## src/hdl/wps_pkg.sv

```systemverilog
// ----------------------------------------------------------------------------
// wps_pkg
// Shared types and constants for the RIFF/RIFX WAVE PCM16 stream parser.
// ----------------------------------------------------------------------------
package wps_pkg;

   // Four-character tags, first file byte in the top byte
   localparam logic [31:0] TAG_RIFF = 32'h5249_4646;
   localparam logic [31:0] TAG_RIFX = 32'h5249_4658;
   localparam logic [31:0] TAG_WAVE = 32'h5741_5645;
   localparam logic [31:0] TAG_FMT  = 32'h666D_7420;
   localparam logic [31:0] TAG_DATA = 32'h6461_7461;

   // fmt chunk checks
   localparam logic [31:0] FMT_MIN_SIZE = 32'd16;
   localparam logic [15:0] FMT_PCM      = 16'd1;
   localparam logic [15:0] PCM_BITS     = 16'd16;
   localparam logic [4:0]  FMT_IDX_END  = 5'd16;

   // Default depth of the result queue
   localparam int WPS_QUEUE_DEPTH = 4;

   typedef enum logic [3:0] {
      PH_MAGIC = 4'd0,
      PH_RSIZE = 4'd1,
      PH_WAVE  = 4'd2,
      PH_CID   = 4'd3,
      PH_CSIZE = 4'd4,
      PH_FMT   = 4'd5,
      PH_SKIP  = 4'd6,
      PH_PAD   = 4'd7,
      PH_DATA  = 4'd8,
      PH_IDLE  = 4'd9
   } phase_type;

   typedef enum logic [1:0] {
      CHUNK_OTHER = 2'd0,
      CHUNK_FMT   = 2'd1,
      CHUNK_DATA  = 2'd2
   } chunk_kind_type;

   typedef enum logic [1:0] {
      KIND_SAMPLE = 2'd0,
      KIND_DONE   = 2'd1,
      KIND_ERROR  = 2'd2
   } result_kind_type;

   typedef enum logic [2:0] {
      FAULT_MAGIC      = 3'd0,
      FAULT_NOT_WAVE   = 3'd1,
      FAULT_MISSING    = 3'd2,
      FAULT_FORMAT     = 3'd3,
      FAULT_TRUNCATED  = 3'd4,
      FAULT_EARLY_DATA = 3'd5
   } fault_type;

   // One input beat
   typedef struct packed {
      logic [7:0] file_byte;
      logic       end_of_file;
   } item_type;

   // One result beat
   typedef struct packed {
      logic [1:0]         result_kind;
      logic [31:0]        sample_number;
      logic signed [15:0] sample_value;
      logic [31:0]        rate_hz;
      logic [2:0]         fault_code;
      logic               last_result;
   } rsp_type;

   // Results of one byte, in order: up to two
   typedef struct packed {
      logic [1:0] count;
      rsp_type    slot0;
      rsp_type    slot1;
   } push_type;

endpackage

```

## src/hdl/wps_in_stage.sv

```systemverilog
// ----------------------------------------------------------------------------
// wps_in_stage
// Input register: holds one byte beat in front of the parser.
// ----------------------------------------------------------------------------
module wps_in_stage (
   input  logic              clock,
   input  logic              reset,
   input  logic              req_valid,
   output logic              req_ready,
   input  logic [7:0]        req_file_byte,
   input  logic              req_end_of_file,
   input  logic              take,
   output logic              item_valid,
   output wps_pkg::item_type item
);
   import wps_pkg::*;

   logic     vld_ff;
   item_type item_ff;

   // Free when empty or when the parser drains it this cycle
   assign req_ready  = !vld_ff || take;
   assign item_valid = vld_ff;
   assign item       = item_ff;

   always_ff @(posedge clock) begin
      if (reset) begin
         vld_ff <= 1'b0;
      end else if (req_ready) begin
         vld_ff <= req_valid;
      end
   end

   // payload
   always_ff @(posedge clock) begin
      if (req_valid && req_ready) begin
         item_ff.file_byte   <= req_file_byte;
         item_ff.end_of_file <= req_end_of_file;
      end
   end

endmodule

```

## src/hdl/wps_parser.sv

```systemverilog
// ----------------------------------------------------------------------------
// wps_parser
// Parse state and one-byte step: header, chunk walk, fmt fields, frames.
// ----------------------------------------------------------------------------
module wps_parser (
   input  logic              clock,
   input  logic              reset,
   input  logic              item_valid,
   input  wps_pkg::item_type item,
   input  logic              room,
   input  logic [31:0]       sample_limit,
   output logic              take,
   output wps_pkg::push_type push
);
   import wps_pkg::*;

   phase_type      phase_ff, phase_in;
   logic [1:0]     byte_cnt_ff, byte_cnt_in;
   logic [31:0]    word_ff, word_in;
   logic [31:0]    chunk_len_ff, chunk_len_in;
   chunk_kind_type chunk_kind_ff, chunk_kind_in;
   logic           big_endian_ff, big_endian_in;
   logic           fmt_seen_ff, fmt_seen_in;
   logic [4:0]     fmt_idx_ff, fmt_idx_in;
   logic [15:0]    format_code_ff, format_code_in;
   logic [15:0]    channels_ff, channels_in;
   logic [15:0]    bits_ff, bits_in;
   logic [31:0]    rate_ff, rate_in;
   logic [16:0]    frame_pos_ff, frame_pos_in;
   logic [15:0]    left_ff, left_in;
   logic [7:0]     low_hold_ff, low_hold_in;
   logic [31:0]    sent_ff, sent_in;

   logic [7:0]     b;
   logic [31:0]    shifted;
   logic [31:0]    size_word;
   logic [31:0]    chunk_dec;
   logic [15:0]    word16;
   logic [16:0]    pair_sum;
   logic [16:0]    pair_adj;
   logic           frame_last;
   logic           emit_ok;
   logic           s_vld;
   logic           end_vld;
   result_kind_type end_kind;
   fault_type      end_fault;
   rsp_type        s_rsp;
   rsp_type        end_rsp;

   assign take = item_valid && room;

   // Byte-level helpers
   assign b         = item.file_byte;
   assign shifted   = {word_ff[23:0], b};
   assign size_word = big_endian_ff ? shifted : {b, word_ff[31:8]};
   assign chunk_dec = chunk_len_ff - 32'd1;
   assign word16    = big_endian_ff ? {low_hold_ff, b} : {b, low_hold_ff};
   // average of left and right, truncated toward zero
   assign pair_sum  = {left_ff[15], left_ff} + {word16[15], word16};
   assign pair_adj  = pair_sum + {16'd0, pair_sum[16]};
   assign frame_last = frame_pos_ff == {channels_ff - 16'd1, 1'b1};
   assign emit_ok   = (sample_limit == 32'd0) || (sent_ff < sample_limit);

   // Next state and results for one byte
   always_comb begin
      phase_in       = phase_ff;
      byte_cnt_in    = byte_cnt_ff;
      word_in        = word_ff;
      chunk_len_in   = chunk_len_ff;
      chunk_kind_in  = chunk_kind_ff;
      big_endian_in  = big_endian_ff;
      fmt_seen_in    = fmt_seen_ff;
      fmt_idx_in     = fmt_idx_ff;
      format_code_in = format_code_ff;
      channels_in    = channels_ff;
      bits_in        = bits_ff;
      rate_in        = rate_ff;
      frame_pos_in   = frame_pos_ff;
      left_in        = left_ff;
      low_hold_in    = low_hold_ff;
      sent_in        = sent_ff;
      s_vld          = 1'b0;
      end_vld        = 1'b0;
      end_kind       = KIND_ERROR;
      end_fault      = FAULT_MAGIC;
      s_rsp          = '0;
      end_rsp        = '0;

      case (phase_ff)
         PH_MAGIC: begin
            word_in     = shifted;
            byte_cnt_in = byte_cnt_ff + 2'd1;
            if (byte_cnt_ff == 2'd3) begin
               if (shifted == TAG_RIFF) begin
                  big_endian_in = 1'b0;
                  phase_in      = PH_RSIZE;
               end else if (shifted == TAG_RIFX) begin
                  big_endian_in = 1'b1;
                  phase_in      = PH_RSIZE;
               end else begin
                  end_vld   = 1'b1;
                  end_fault = FAULT_MAGIC;
                  phase_in  = PH_IDLE;
               end
            end
         end
         PH_RSIZE: begin
            byte_cnt_in = byte_cnt_ff + 2'd1;
            if (byte_cnt_ff == 2'd3) begin
               phase_in = PH_WAVE;
            end
         end
         PH_WAVE: begin
            word_in     = shifted;
            byte_cnt_in = byte_cnt_ff + 2'd1;
            if (byte_cnt_ff == 2'd3) begin
               if (shifted == TAG_WAVE) begin
                  phase_in = PH_CID;
               end else begin
                  end_vld   = 1'b1;
                  end_fault = FAULT_NOT_WAVE;
                  phase_in  = PH_IDLE;
               end
            end
         end
         PH_CID: begin
            word_in     = shifted;
            byte_cnt_in = byte_cnt_ff + 2'd1;
            if (byte_cnt_ff == 2'd3) begin
               if (shifted == TAG_FMT) begin
                  chunk_kind_in = CHUNK_FMT;
               end else if (shifted == TAG_DATA) begin
                  chunk_kind_in = CHUNK_DATA;
               end else begin
                  chunk_kind_in = CHUNK_OTHER;
               end
               phase_in = PH_CSIZE;
            end
         end
         PH_CSIZE: begin
            word_in     = size_word;
            byte_cnt_in = byte_cnt_ff + 2'd1;
            if (byte_cnt_ff == 2'd3) begin
               case (chunk_kind_ff)
                  CHUNK_FMT: begin
                     if (size_word < FMT_MIN_SIZE) begin
                        end_vld   = 1'b1;
                        end_fault = FAULT_FORMAT;
                        phase_in  = PH_IDLE;
                     end else begin
                        fmt_seen_in  = 1'b1;
                        fmt_idx_in   = 5'd0;
                        chunk_len_in = size_word;
                        phase_in     = PH_FMT;
                     end
                  end
                  CHUNK_DATA: begin
                     if (!fmt_seen_ff) begin
                        end_vld   = 1'b1;
                        end_fault = FAULT_EARLY_DATA;
                        phase_in  = PH_IDLE;
                     end else if (format_code_ff != FMT_PCM || bits_ff != PCM_BITS
                                  || channels_ff == 16'd0) begin
                        end_vld   = 1'b1;
                        end_fault = FAULT_FORMAT;
                        phase_in  = PH_IDLE;
                     end else if (size_word == 32'd0) begin
                        end_vld  = 1'b1;
                        end_kind = KIND_DONE;
                        phase_in = PH_IDLE;
                     end else begin
                        chunk_len_in = size_word;
                        frame_pos_in = 17'd0;
                        phase_in     = PH_DATA;
                     end
                  end
                  default: begin
                     chunk_len_in = size_word;
                     phase_in     = (size_word == 32'd0) ? PH_CID : PH_SKIP;
                  end
               endcase
            end
         end
         PH_FMT: begin
            // field bytes at fixed offsets, placed by byte order
            case (fmt_idx_ff)
               5'd0:  if (big_endian_ff) format_code_in[15:8] = b;
                      else format_code_in[7:0] = b;
               5'd1:  if (big_endian_ff) format_code_in[7:0] = b;
                      else format_code_in[15:8] = b;
               5'd2:  if (big_endian_ff) channels_in[15:8] = b;
                      else channels_in[7:0] = b;
               5'd3:  if (big_endian_ff) channels_in[7:0] = b;
                      else channels_in[15:8] = b;
               5'd4:  if (big_endian_ff) rate_in[31:24] = b;
                      else rate_in[7:0] = b;
               5'd5:  if (big_endian_ff) rate_in[23:16] = b;
                      else rate_in[15:8] = b;
               5'd6:  if (big_endian_ff) rate_in[15:8] = b;
                      else rate_in[23:16] = b;
               5'd7:  if (big_endian_ff) rate_in[7:0] = b;
                      else rate_in[31:24] = b;
               5'd14: if (big_endian_ff) bits_in[15:8] = b;
                      else bits_in[7:0] = b;
               5'd15: if (big_endian_ff) bits_in[7:0] = b;
                      else bits_in[15:8] = b;
               default: ;
            endcase
            if (fmt_idx_ff != FMT_IDX_END) begin
               fmt_idx_in = fmt_idx_ff + 5'd1;
            end
            chunk_len_in = chunk_dec;
            if (chunk_dec == 32'd0) begin
               phase_in = word_ff[0] ? PH_PAD : PH_CID;
            end
         end
         PH_SKIP: begin
            chunk_len_in = chunk_dec;
            if (chunk_dec == 32'd0) begin
               phase_in = word_ff[0] ? PH_PAD : PH_CID;
            end
         end
         PH_PAD: begin
            phase_in = PH_CID;
         end
         PH_DATA: begin
            // even byte held, odd byte completes a 16-bit word
            if (!frame_pos_ff[0]) begin
               low_hold_in = b;
            end else if (frame_pos_ff == 17'd1) begin
               left_in = word16;
            end else if (frame_pos_ff == 17'd3) begin
               left_in = pair_adj[16:1];
            end
            if (frame_last) begin
               if (emit_ok) begin
                  s_vld   = 1'b1;
                  sent_in = sent_ff + 32'd1;
               end
               frame_pos_in = 17'd0;
            end else begin
               frame_pos_in = frame_pos_ff + 17'd1;
            end
            chunk_len_in = chunk_dec;
            if (chunk_dec == 32'd0) begin
               end_vld  = 1'b1;
               end_kind = KIND_DONE;
               phase_in = PH_IDLE;
            end
         end
         default: ;
      endcase

      // end of file before the parse is over
      if (item.end_of_file && phase_in != PH_IDLE) begin
         end_vld  = 1'b1;
         end_kind = KIND_ERROR;
         case (phase_in)
            PH_MAGIC: end_fault = FAULT_MAGIC;
            PH_RSIZE: end_fault = FAULT_NOT_WAVE;
            PH_WAVE:  end_fault = FAULT_NOT_WAVE;
            PH_DATA:  end_fault = FAULT_TRUNCATED;
            default:  end_fault = FAULT_MISSING;
         endcase
      end

      // result beats
      s_rsp.result_kind   = KIND_SAMPLE;
      s_rsp.sample_number = sent_ff;
      s_rsp.sample_value  = left_in;
      s_rsp.rate_hz       = rate_in;
      s_rsp.fault_code    = FAULT_MAGIC;
      s_rsp.last_result   = 1'b0;

      end_rsp.result_kind   = end_kind;
      end_rsp.sample_number = sent_in;
      end_rsp.sample_value  = 16'sd0;
      end_rsp.rate_hz       = rate_in;
      end_rsp.fault_code    = (end_kind == KIND_ERROR) ? end_fault : FAULT_MAGIC;
      end_rsp.last_result   = 1'b1;

      // new file after the last byte
      if (item.end_of_file) begin
         phase_in       = PH_MAGIC;
         byte_cnt_in    = 2'd0;
         word_in        = 32'd0;
         chunk_len_in   = 32'd0;
         chunk_kind_in  = CHUNK_OTHER;
         big_endian_in  = 1'b0;
         fmt_seen_in    = 1'b0;
         fmt_idx_in     = 5'd0;
         format_code_in = 16'd0;
         channels_in    = 16'd0;
         bits_in        = 16'd0;
         rate_in        = 32'd0;
         frame_pos_in   = 17'd0;
         left_in        = 16'd0;
         low_hold_in    = 8'd0;
         sent_in        = 32'd0;
      end
   end

   // Pack results in order: sample first, then done or error
   always_comb begin
      push.count = take ? ({1'b0, s_vld} + {1'b0, end_vld}) : 2'd0;
      push.slot0 = s_vld ? s_rsp : end_rsp;
      push.slot1 = end_rsp;
   end

   // Parse state
   always_ff @(posedge clock) begin
      if (reset) begin
         phase_ff       <= PH_MAGIC;
         byte_cnt_ff    <= 2'd0;
         word_ff        <= 32'd0;
         chunk_len_ff   <= 32'd0;
         chunk_kind_ff  <= CHUNK_OTHER;
         big_endian_ff  <= 1'b0;
         fmt_seen_ff    <= 1'b0;
         fmt_idx_ff     <= 5'd0;
         format_code_ff <= 16'd0;
         channels_ff    <= 16'd0;
         bits_ff        <= 16'd0;
         rate_ff        <= 32'd0;
         frame_pos_ff   <= 17'd0;
         left_ff        <= 16'd0;
         low_hold_ff    <= 8'd0;
         sent_ff        <= 32'd0;
      end else if (take) begin
         phase_ff       <= phase_in;
         byte_cnt_ff    <= byte_cnt_in;
         word_ff        <= word_in;
         chunk_len_ff   <= chunk_len_in;
         chunk_kind_ff  <= chunk_kind_in;
         big_endian_ff  <= big_endian_in;
         fmt_seen_ff    <= fmt_seen_in;
         fmt_idx_ff     <= fmt_idx_in;
         format_code_ff <= format_code_in;
         channels_ff    <= channels_in;
         bits_ff        <= bits_in;
         rate_ff        <= rate_in;
         frame_pos_ff   <= frame_pos_in;
         left_ff        <= left_in;
         low_hold_ff    <= low_hold_in;
         sent_ff        <= sent_in;
      end
   end

endmodule

```

## src/hdl/wps_rsp_queue.sv

```systemverilog
// ----------------------------------------------------------------------------
// wps_rsp_queue
// Result queue: takes up to two beats per cycle, hands out one per cycle while rsp_ready is high.
// ----------------------------------------------------------------------------
module wps_rsp_queue #(
   parameter int DEPTH = wps_pkg::WPS_QUEUE_DEPTH
) (
   input  logic              clock,
   input  logic              reset,
   input  wps_pkg::push_type push,
   output logic              room,
   output logic              rsp_valid,
   input  logic              rsp_ready,
   output wps_pkg::rsp_type  rsp
);
   import wps_pkg::*;

   localparam int IW = $clog2(DEPTH);
   localparam int CW = $clog2(DEPTH + 1);
   localparam logic [IW-1:0] LAST_IDX = IW'(DEPTH - 1);
   localparam logic [CW-1:0] ROOM_MAX = CW'(DEPTH - 2);

   rsp_type       mem [DEPTH];
   logic [IW-1:0] wr_ptr_ff, wr_ptr_in;
   logic [IW-1:0] rd_ptr_ff, rd_ptr_in;
   logic [CW-1:0] count_ff, count_in;
   logic [IW-1:0] wr_next;
   logic          pop;

   function automatic logic [IW-1:0] ptr_inc(input logic [IW-1:0] p);
      ptr_inc = (p == LAST_IDX) ? '0 : p + IW'(1);
   endfunction

   // Room for a full two-beat push without looking at this cycle's pop
   assign room      = count_ff <= ROOM_MAX;
   assign rsp_valid = count_ff != '0;
   assign rsp       = mem[rd_ptr_ff];
   assign pop       = rsp_valid && rsp_ready;
   assign wr_next   = ptr_inc(wr_ptr_ff);

   always_comb begin
      case (push.count)
         2'd1:    wr_ptr_in = wr_next;
         2'd2:    wr_ptr_in = ptr_inc(wr_next);
         default: wr_ptr_in = wr_ptr_ff;
      endcase
      rd_ptr_in = pop ? ptr_inc(rd_ptr_ff) : rd_ptr_ff;
      count_in  = count_ff + CW'(push.count) - CW'(pop);
   end

   always_ff @(posedge clock) begin
      if (reset) begin
         wr_ptr_ff <= '0;
         rd_ptr_ff <= '0;
         count_ff  <= '0;
      end else begin
         wr_ptr_ff <= wr_ptr_in;
         rd_ptr_ff <= rd_ptr_in;
         count_ff  <= count_in;
      end
   end

   // storage
   always_ff @(posedge clock) begin
      if (push.count != 2'd0) begin
         mem[wr_ptr_ff] <= push.slot0;
      end
      if (push.count == 2'd2) begin
         mem[wr_next] <= push.slot1;
      end
   end

endmodule

```

## src/hdl/wav_pcm16_stream_parser_core.sv

```systemverilog
// ----------------------------------------------------------------------------
// wav_pcm16_stream_parser_core
// RIFF/RIFX WAVE parser, one file byte per beat, 16-bit PCM samples out.
// ----------------------------------------------------------------------------
// Path: a byte is held in the input register, then its parse step writes its
//   results into the result queue, which offers them on the rsp port.
// Throughput: one byte per cycle; a byte that closes the data with a sample
//   gives two beats, drained one per cycle while rsp_ready is high; input
//   stalls only while the queue holds more than QUEUE_DEPTH - 2 beats.
// Reset: synchronous; clears parse state, queue and sample_limit to zero.
// ----------------------------------------------------------------------------
module wav_pcm16_stream_parser_core #(
   parameter int QUEUE_DEPTH = wps_pkg::WPS_QUEUE_DEPTH
) (
   input  logic               clock,
   input  logic               reset,
   input  logic               req_valid,
   output logic               req_ready,
   input  logic [7:0]         req_file_byte,
   input  logic               req_end_of_file,
   output logic               rsp_valid,
   input  logic               rsp_ready,
   output logic [1:0]         rsp_result_kind,
   output logic [31:0]        rsp_sample_number,
   output logic signed [15:0] rsp_sample_value,
   output logic [31:0]        rsp_rate_hz,
   output logic [2:0]         rsp_fault_code,
   output logic               rsp_last_result,
   input  logic               csr_valid,
   output logic               csr_ready,
   input  logic [31:0]        csr_sample_limit
);
   import wps_pkg::*;

   logic [31:0] sample_limit_ff;
   logic        item_valid;
   item_type    item;
   logic        take;
   logic        room;
   push_type    push;
   rsp_type     rsp;

   // Sample limit register, always writable
   assign csr_ready = 1'b1;

   always_ff @(posedge clock) begin
      if (reset) begin
         sample_limit_ff <= 32'd0;
      end else if (csr_valid && csr_ready) begin
         sample_limit_ff <= csr_sample_limit;
      end
   end

   wps_in_stage u_in_stage (
      .clock           (clock),
      .reset           (reset),
      .req_valid       (req_valid),
      .req_ready       (req_ready),
      .req_file_byte   (req_file_byte),
      .req_end_of_file (req_end_of_file),
      .take            (take),
      .item_valid      (item_valid),
      .item            (item)
   );

   wps_parser u_parser (
      .clock        (clock),
      .reset        (reset),
      .item_valid   (item_valid),
      .item         (item),
      .room         (room),
      .sample_limit (sample_limit_ff),
      .take         (take),
      .push         (push)
   );

   wps_rsp_queue #(
      .DEPTH (QUEUE_DEPTH)
   ) u_rsp_queue (
      .clock     (clock),
      .reset     (reset),
      .push      (push),
      .room      (room),
      .rsp_valid (rsp_valid),
      .rsp_ready (rsp_ready),
      .rsp       (rsp)
   );

   // Result beat onto its ports
   assign rsp_result_kind   = rsp.result_kind;
   assign rsp_sample_number = rsp.sample_number;
   assign rsp_sample_value  = rsp.sample_value;
   assign rsp_rate_hz       = rsp.rate_hz;
   assign rsp_fault_code    = rsp.fault_code;
   assign rsp_last_result   = rsp.last_result;

endmodule

```

## config.mk

```make
export PLATFORM = sky130hd
export DESIGN_NAME = wav_pcm16_stream_parser_core
export DESIGN_NICKNAME = d
export VERILOG_FILES = /design/src/hdl/wps_pkg.sv /design/src/hdl/wps_in_stage.sv /design/src/hdl/wps_parser.sv /design/src/hdl/wps_rsp_queue.sv /design/src/hdl/wav_pcm16_stream_parser_core.sv
export SDC_FILE = /design/constraint.sdc
export NUM_CORES = 1
export LEC_CHECK = 0
export ABC_AREA = 1
export BUFFER_PORTS_ARGS = -buffer_cell sky130_fd_sc_hd__buf_2
export CORE_MARGIN = 8
export CORE_UTILIZATION = 47
export DETAILED_ROUTE_END_ITERATION = 8
export GPL_TIMING_DRIVEN = 0
export PLACE_DENSITY = 0.74
export SYNTH_ARGS = -nofsm -noshare
export SYNTH_HDL_FRONTEND = slang
export SYNTH_SLANG_ARGS = --single-unit
export TNS_END_PERCENT = 1
```

## constraint.sdc

```tcl
create_clock -name clock -period 6.1 [get_ports clock]
set_clock_uncertainty 0.15 [all_clocks]
set_input_delay 1.22 -clock clock [delete_from_list [all_inputs] [get_ports clock]]
set_output_delay 1.22 -clock clock [all_outputs]
set_load 0.05 [all_outputs]
```

==> impl_metrics.yaml <==
clock_network:
  cts_made_buffers: 71
  clk_latency_ns: 0.63
  hold_buffers: 0
  cts_tree: "built"
  clockBufferDepth: 3
  cts_setup_buffers: 0
  htreeDepth: 3
  cts.clk_slew.worst_paths_ns: 0.07
  root_buffer: "clkbuf_16"
  cts_sinks: 627
synthesis:
  async_flop_share_pct: 0
  synth_xor_area_share_pct: 1.87
  ys_types: 60
  syn_area_sq_um: 35100
  synth-edff-count: 285
  ys_seq_area_share_pct: 43.9
  synth_compound_gate_area_share_pct: 19.4
  syn_avg_cell_area_sq_um: 7.44
  synth_top_family_by_area: "simple AND/OR/NAND/NOR gates"
  synth_warnings: 0
  synth-seq-cells: 627
  synthAdderAreaFrac_pct: 2.86
  yosys-mux-area-fraction_pct: 0
  synth-simple-area-share_pct: 24.4
  netlist_instances: 4711
  syn_nets: 4836
  ys.flop_type: "dfxtp_1"
placed_design:
  place.gp.congestion: 0.963
  place_hpwl_um: 89500
  io_buffers: 132
  placed_area_sq_um: 37100
run_status:
  violations: "DRC"
  status: "finished with violations"
grt:
  grt_pass1_vias: 31485
  grt_usage_pct: 27.8
  gr-total-overflow: 0
  antenna_found_initial: 0
  grt_max_degree: 61
  grt_pass1_wl_um: 182000
critical_path:
  critPathCaptureType: "flip-flop"
  arrival_ns: 6.00
  worstPathRequired_ns: 6.30
  start_kind: "flip-flop"
  cp_slowest_cell: "clkbuf_1"
  max_stage_delay_ns: 0.51
  critPathKind: "reg2reg"
  reg2reg_slack_ns: 0.30
  critical_path.most_common_cell: "nand2_1"
  cp_max_fo: 10
power_and_ir_drop:
  p_leak_nw: 14.9
  vdd_ir_drop_max_mv: 0.308
  p_switching_mw: 5.56
  pwr-share-seq_pct: 34.1
  p_total_mw: 13.8
  clockPowerShare_pct: 32.3
  switching_share_pct: 40.2
  p_int_mw: 8.26
  power_density_nw_per_um2: 349
  combinationalPowerShare_pct: 33.6
hold_path:
  hold_class: "reg2reg"
routing:
  wl_per_cell_um: 20.4
  drt_pass1_iterations: 9
  drc: 5
  postRouteAntennaNets: 0
  routed_wl_um: 121000
  drt_iter0_drc: 4813
  viasPerCell: 5.83
  vias: 34678
layout:
  fill_cells: 7004
  layout-drive-gt1-share_pct: 8.44
  diodes: 0
  final_cell_area_sq_um: 39600
  final_nets: 5046
  area_growth_pct: 12.9
die:
  pin_count: 135
  fp.dieW_um: 289
  die-area_sq_um: 83600
  core_sq_um: 74200
  initial_utilization_pct: 47.3
  row_count: 100
  die-height_um: 289
sta:
  final-setup-viol-count: 0
  hold_slack_ns: 0.301
  maxSlewViolCount: 0
  finalHoldViolCount: 0
  fin_crit_sh_pct: 95.2
  period_needed_ns: 5.80
  fmax_ghz: 0.172
  relSlewSlack_pct: 3.91
  worst_pin_slew_ns: 1.43
  rsz0062_at_grt: "true"
run:
  drv_cap: 0
## final timing paths
kind | from | end | depth (start not counted)
worst max-delay path | u_parser.chunk_len_ff[0]$_SDFFE_PP0P_ | u_rsp_queue.mem[3][74]$_DFFE_PP_ | 27
worst min-delay path | u_rsp_queue.mem[1][0]$_SDFFE_PP1N_ | u_rsp_queue.mem[1][0]$_SDFFE_PP1N_ | 2
worst max register to register | u_parser.chunk_len_ff[0]$_SDFFE_PP0P_ | u_rsp_queue.mem[3][74]$_DFFE_PP_ | 27
worst min register to register | u_rsp_queue.mem[1][0]$_SDFFE_PP1N_ | u_rsp_queue.mem[1][0]$_SDFFE_PP1N_ | 2
## metal layers
layer / share of wire (%) / wire length (um) / track usage (%)
met2: 45 / 54800 / 43.9
met5: 0 / 0 / 0
met1: 41 / 49900 / 38.0
met3: 10 / 12500 / 4.99
met4: 3.4 / 4120 / 9.95
## per-stage QoR
step | utilization (%) | setup TNS [ns] | std cells | setup WS [ns]
6_report | 53.4 | 0 | 5945 | 0.295
5_1_grt | 53.4 | -0.111 | 5945 | -0.0497
4_1_cts | 53.2 | 0 | 5944 | 0.0394
3_5_place_dp | 49.9 | -13.83 | 5816 | -0.268
3_3_place_gp | 49.8 | -421.63 | 5812 | -1.90
2_1_floorplan | - | 0 | 4711 | 0.833
## state kept, by name, summed over array words and instances (netlist names), 3 cells and up, named ones only
signal / cells
sample_limit_ff: 32
u_in_stage.item: 9
u_parser.bits_ff: 16
u_parser.channels_ff: 16
u_parser.chunk_len_ff: 32
u_parser.fmt_idx_ff: 5
u_parser.format_code_ff: 16
u_parser.frame_pos_ff: 17
u_parser.left_ff: 16
u_parser.low_hold_ff: 8
u_parser.phase_ff: 4
u_parser.rate_ff: 32
u_parser.sent_ff: 32
u_parser.word_ff: 32
u_rsp_queue.count_ff: 3
u_rsp_queue.mem: 344
## power groups by stage
stage / registers [mW] / logic, mW / clock network [mW]
final: 4.71 / 4.65 / 4.46
after floorplan: 4.75 / 3.25 / 0
after global placement: 4.80 / 4.55 / 0
after CTS: 4.71 / 4.61 / 4.48
after global routing: 4.73 / 4.98 / 4.64
after detailed placement: 4.80 / 4.59 / 0
## synthesized netlist by cell type (5+ instances only)
cell	number	share of area (%)
xnor2_1	15	0.37
o22ai_1	164	2.9
a221oi_1	8	0.20
edfxtp_1	285	24
nand3b_1	13	0.28
a21oi_1	309	4.4
nand2_1	894	9.6
dfxtp_1	342	20
nand4_1	63	1.1
clkinv_1	13	0.14
inv_1	415	4.4
inv_2	10	0.11
nor3_1	68	0.97
ha_1	77	2.7
nand2_2	19	0.34
nor4_1	26	0.46
nor3b_1	5	0.11
nor2_2	27	0.48
buf_1	17	0.18
nand2_4	11	0.35
nor2_4	7	0.22
nand3_1	247	3.5
buf_2	14	0.20
o211ai_1	31	0.66
a211oi_1	43	0.92
or2_2	6	0.11
o21ai_0	562	8.0
xor2_1	58	1.4
o21ai_2	25	0.62
nor2_1	613	6.6
clkbuf_1	213	2.3
o21ai_1	58	0.83
## placed cells by master, fill, tap and decap left out, drive strengths merged, types with 4 or more instances in the layout
master	synthesis	routed
a211oi	43	43
a21oi	311	311
a221oi	8	8
a31oi	4	4
buf	38	177
bufinv	0	5
clkbuf	213	316
clkinv	13	23
dfxtp	342	342
edfxtp	285	285
ha	77	77
inv	425	432
nand2	924	924
nand3	249	249
nand3b	14	14
nand4	63	63
nor2	647	647
nor3	71	71
nor3b	5	5
nor4	26	26
o211ai	31	31
o21ai	645	645
o221ai	4	4
o22ai	164	164
or2	8	8
xnor2	15	15
xor2	59	59
## repair_timing
item	CTS	global route
gates resized for setup	12	47
endpoints found under the setup margin	116	458
cloned	0	1
## kinds of logic after synthesis
group,Yosys count
xor+xnor,74
simple gates,2008
flops,627
other cells,1
fa+ha+maj,79
buf+inv,689
compound gates,1233
## layout make-up
cell class	count	area [sq um]	share of cell area (%)
multi-input cells	3395	17000	43.0
flip-flops and latches	627	15400	38.9
clock buffers	105	2130	5.38
inverters	438	1690	4.26
well taps	969	1210	3.06
plain buffers	251	1050	2.64
repair buffers	137	796	2.01
clock inverters	23	289	0.730
## worst max-delay path, delay by kind of cell (launching register included)
kind / cells / cell delay (ns)
adder cells (fa/ha/maj): 3 / 0.88
AO/OA/AOI/OAI: 2 / 0.36
AND/OR/NAND/NOR: 19 / 2.69
flip-flops: 1 / 0.37
buffers and inverters: 3 / 1.04
(Power assumes the default switching activity.)
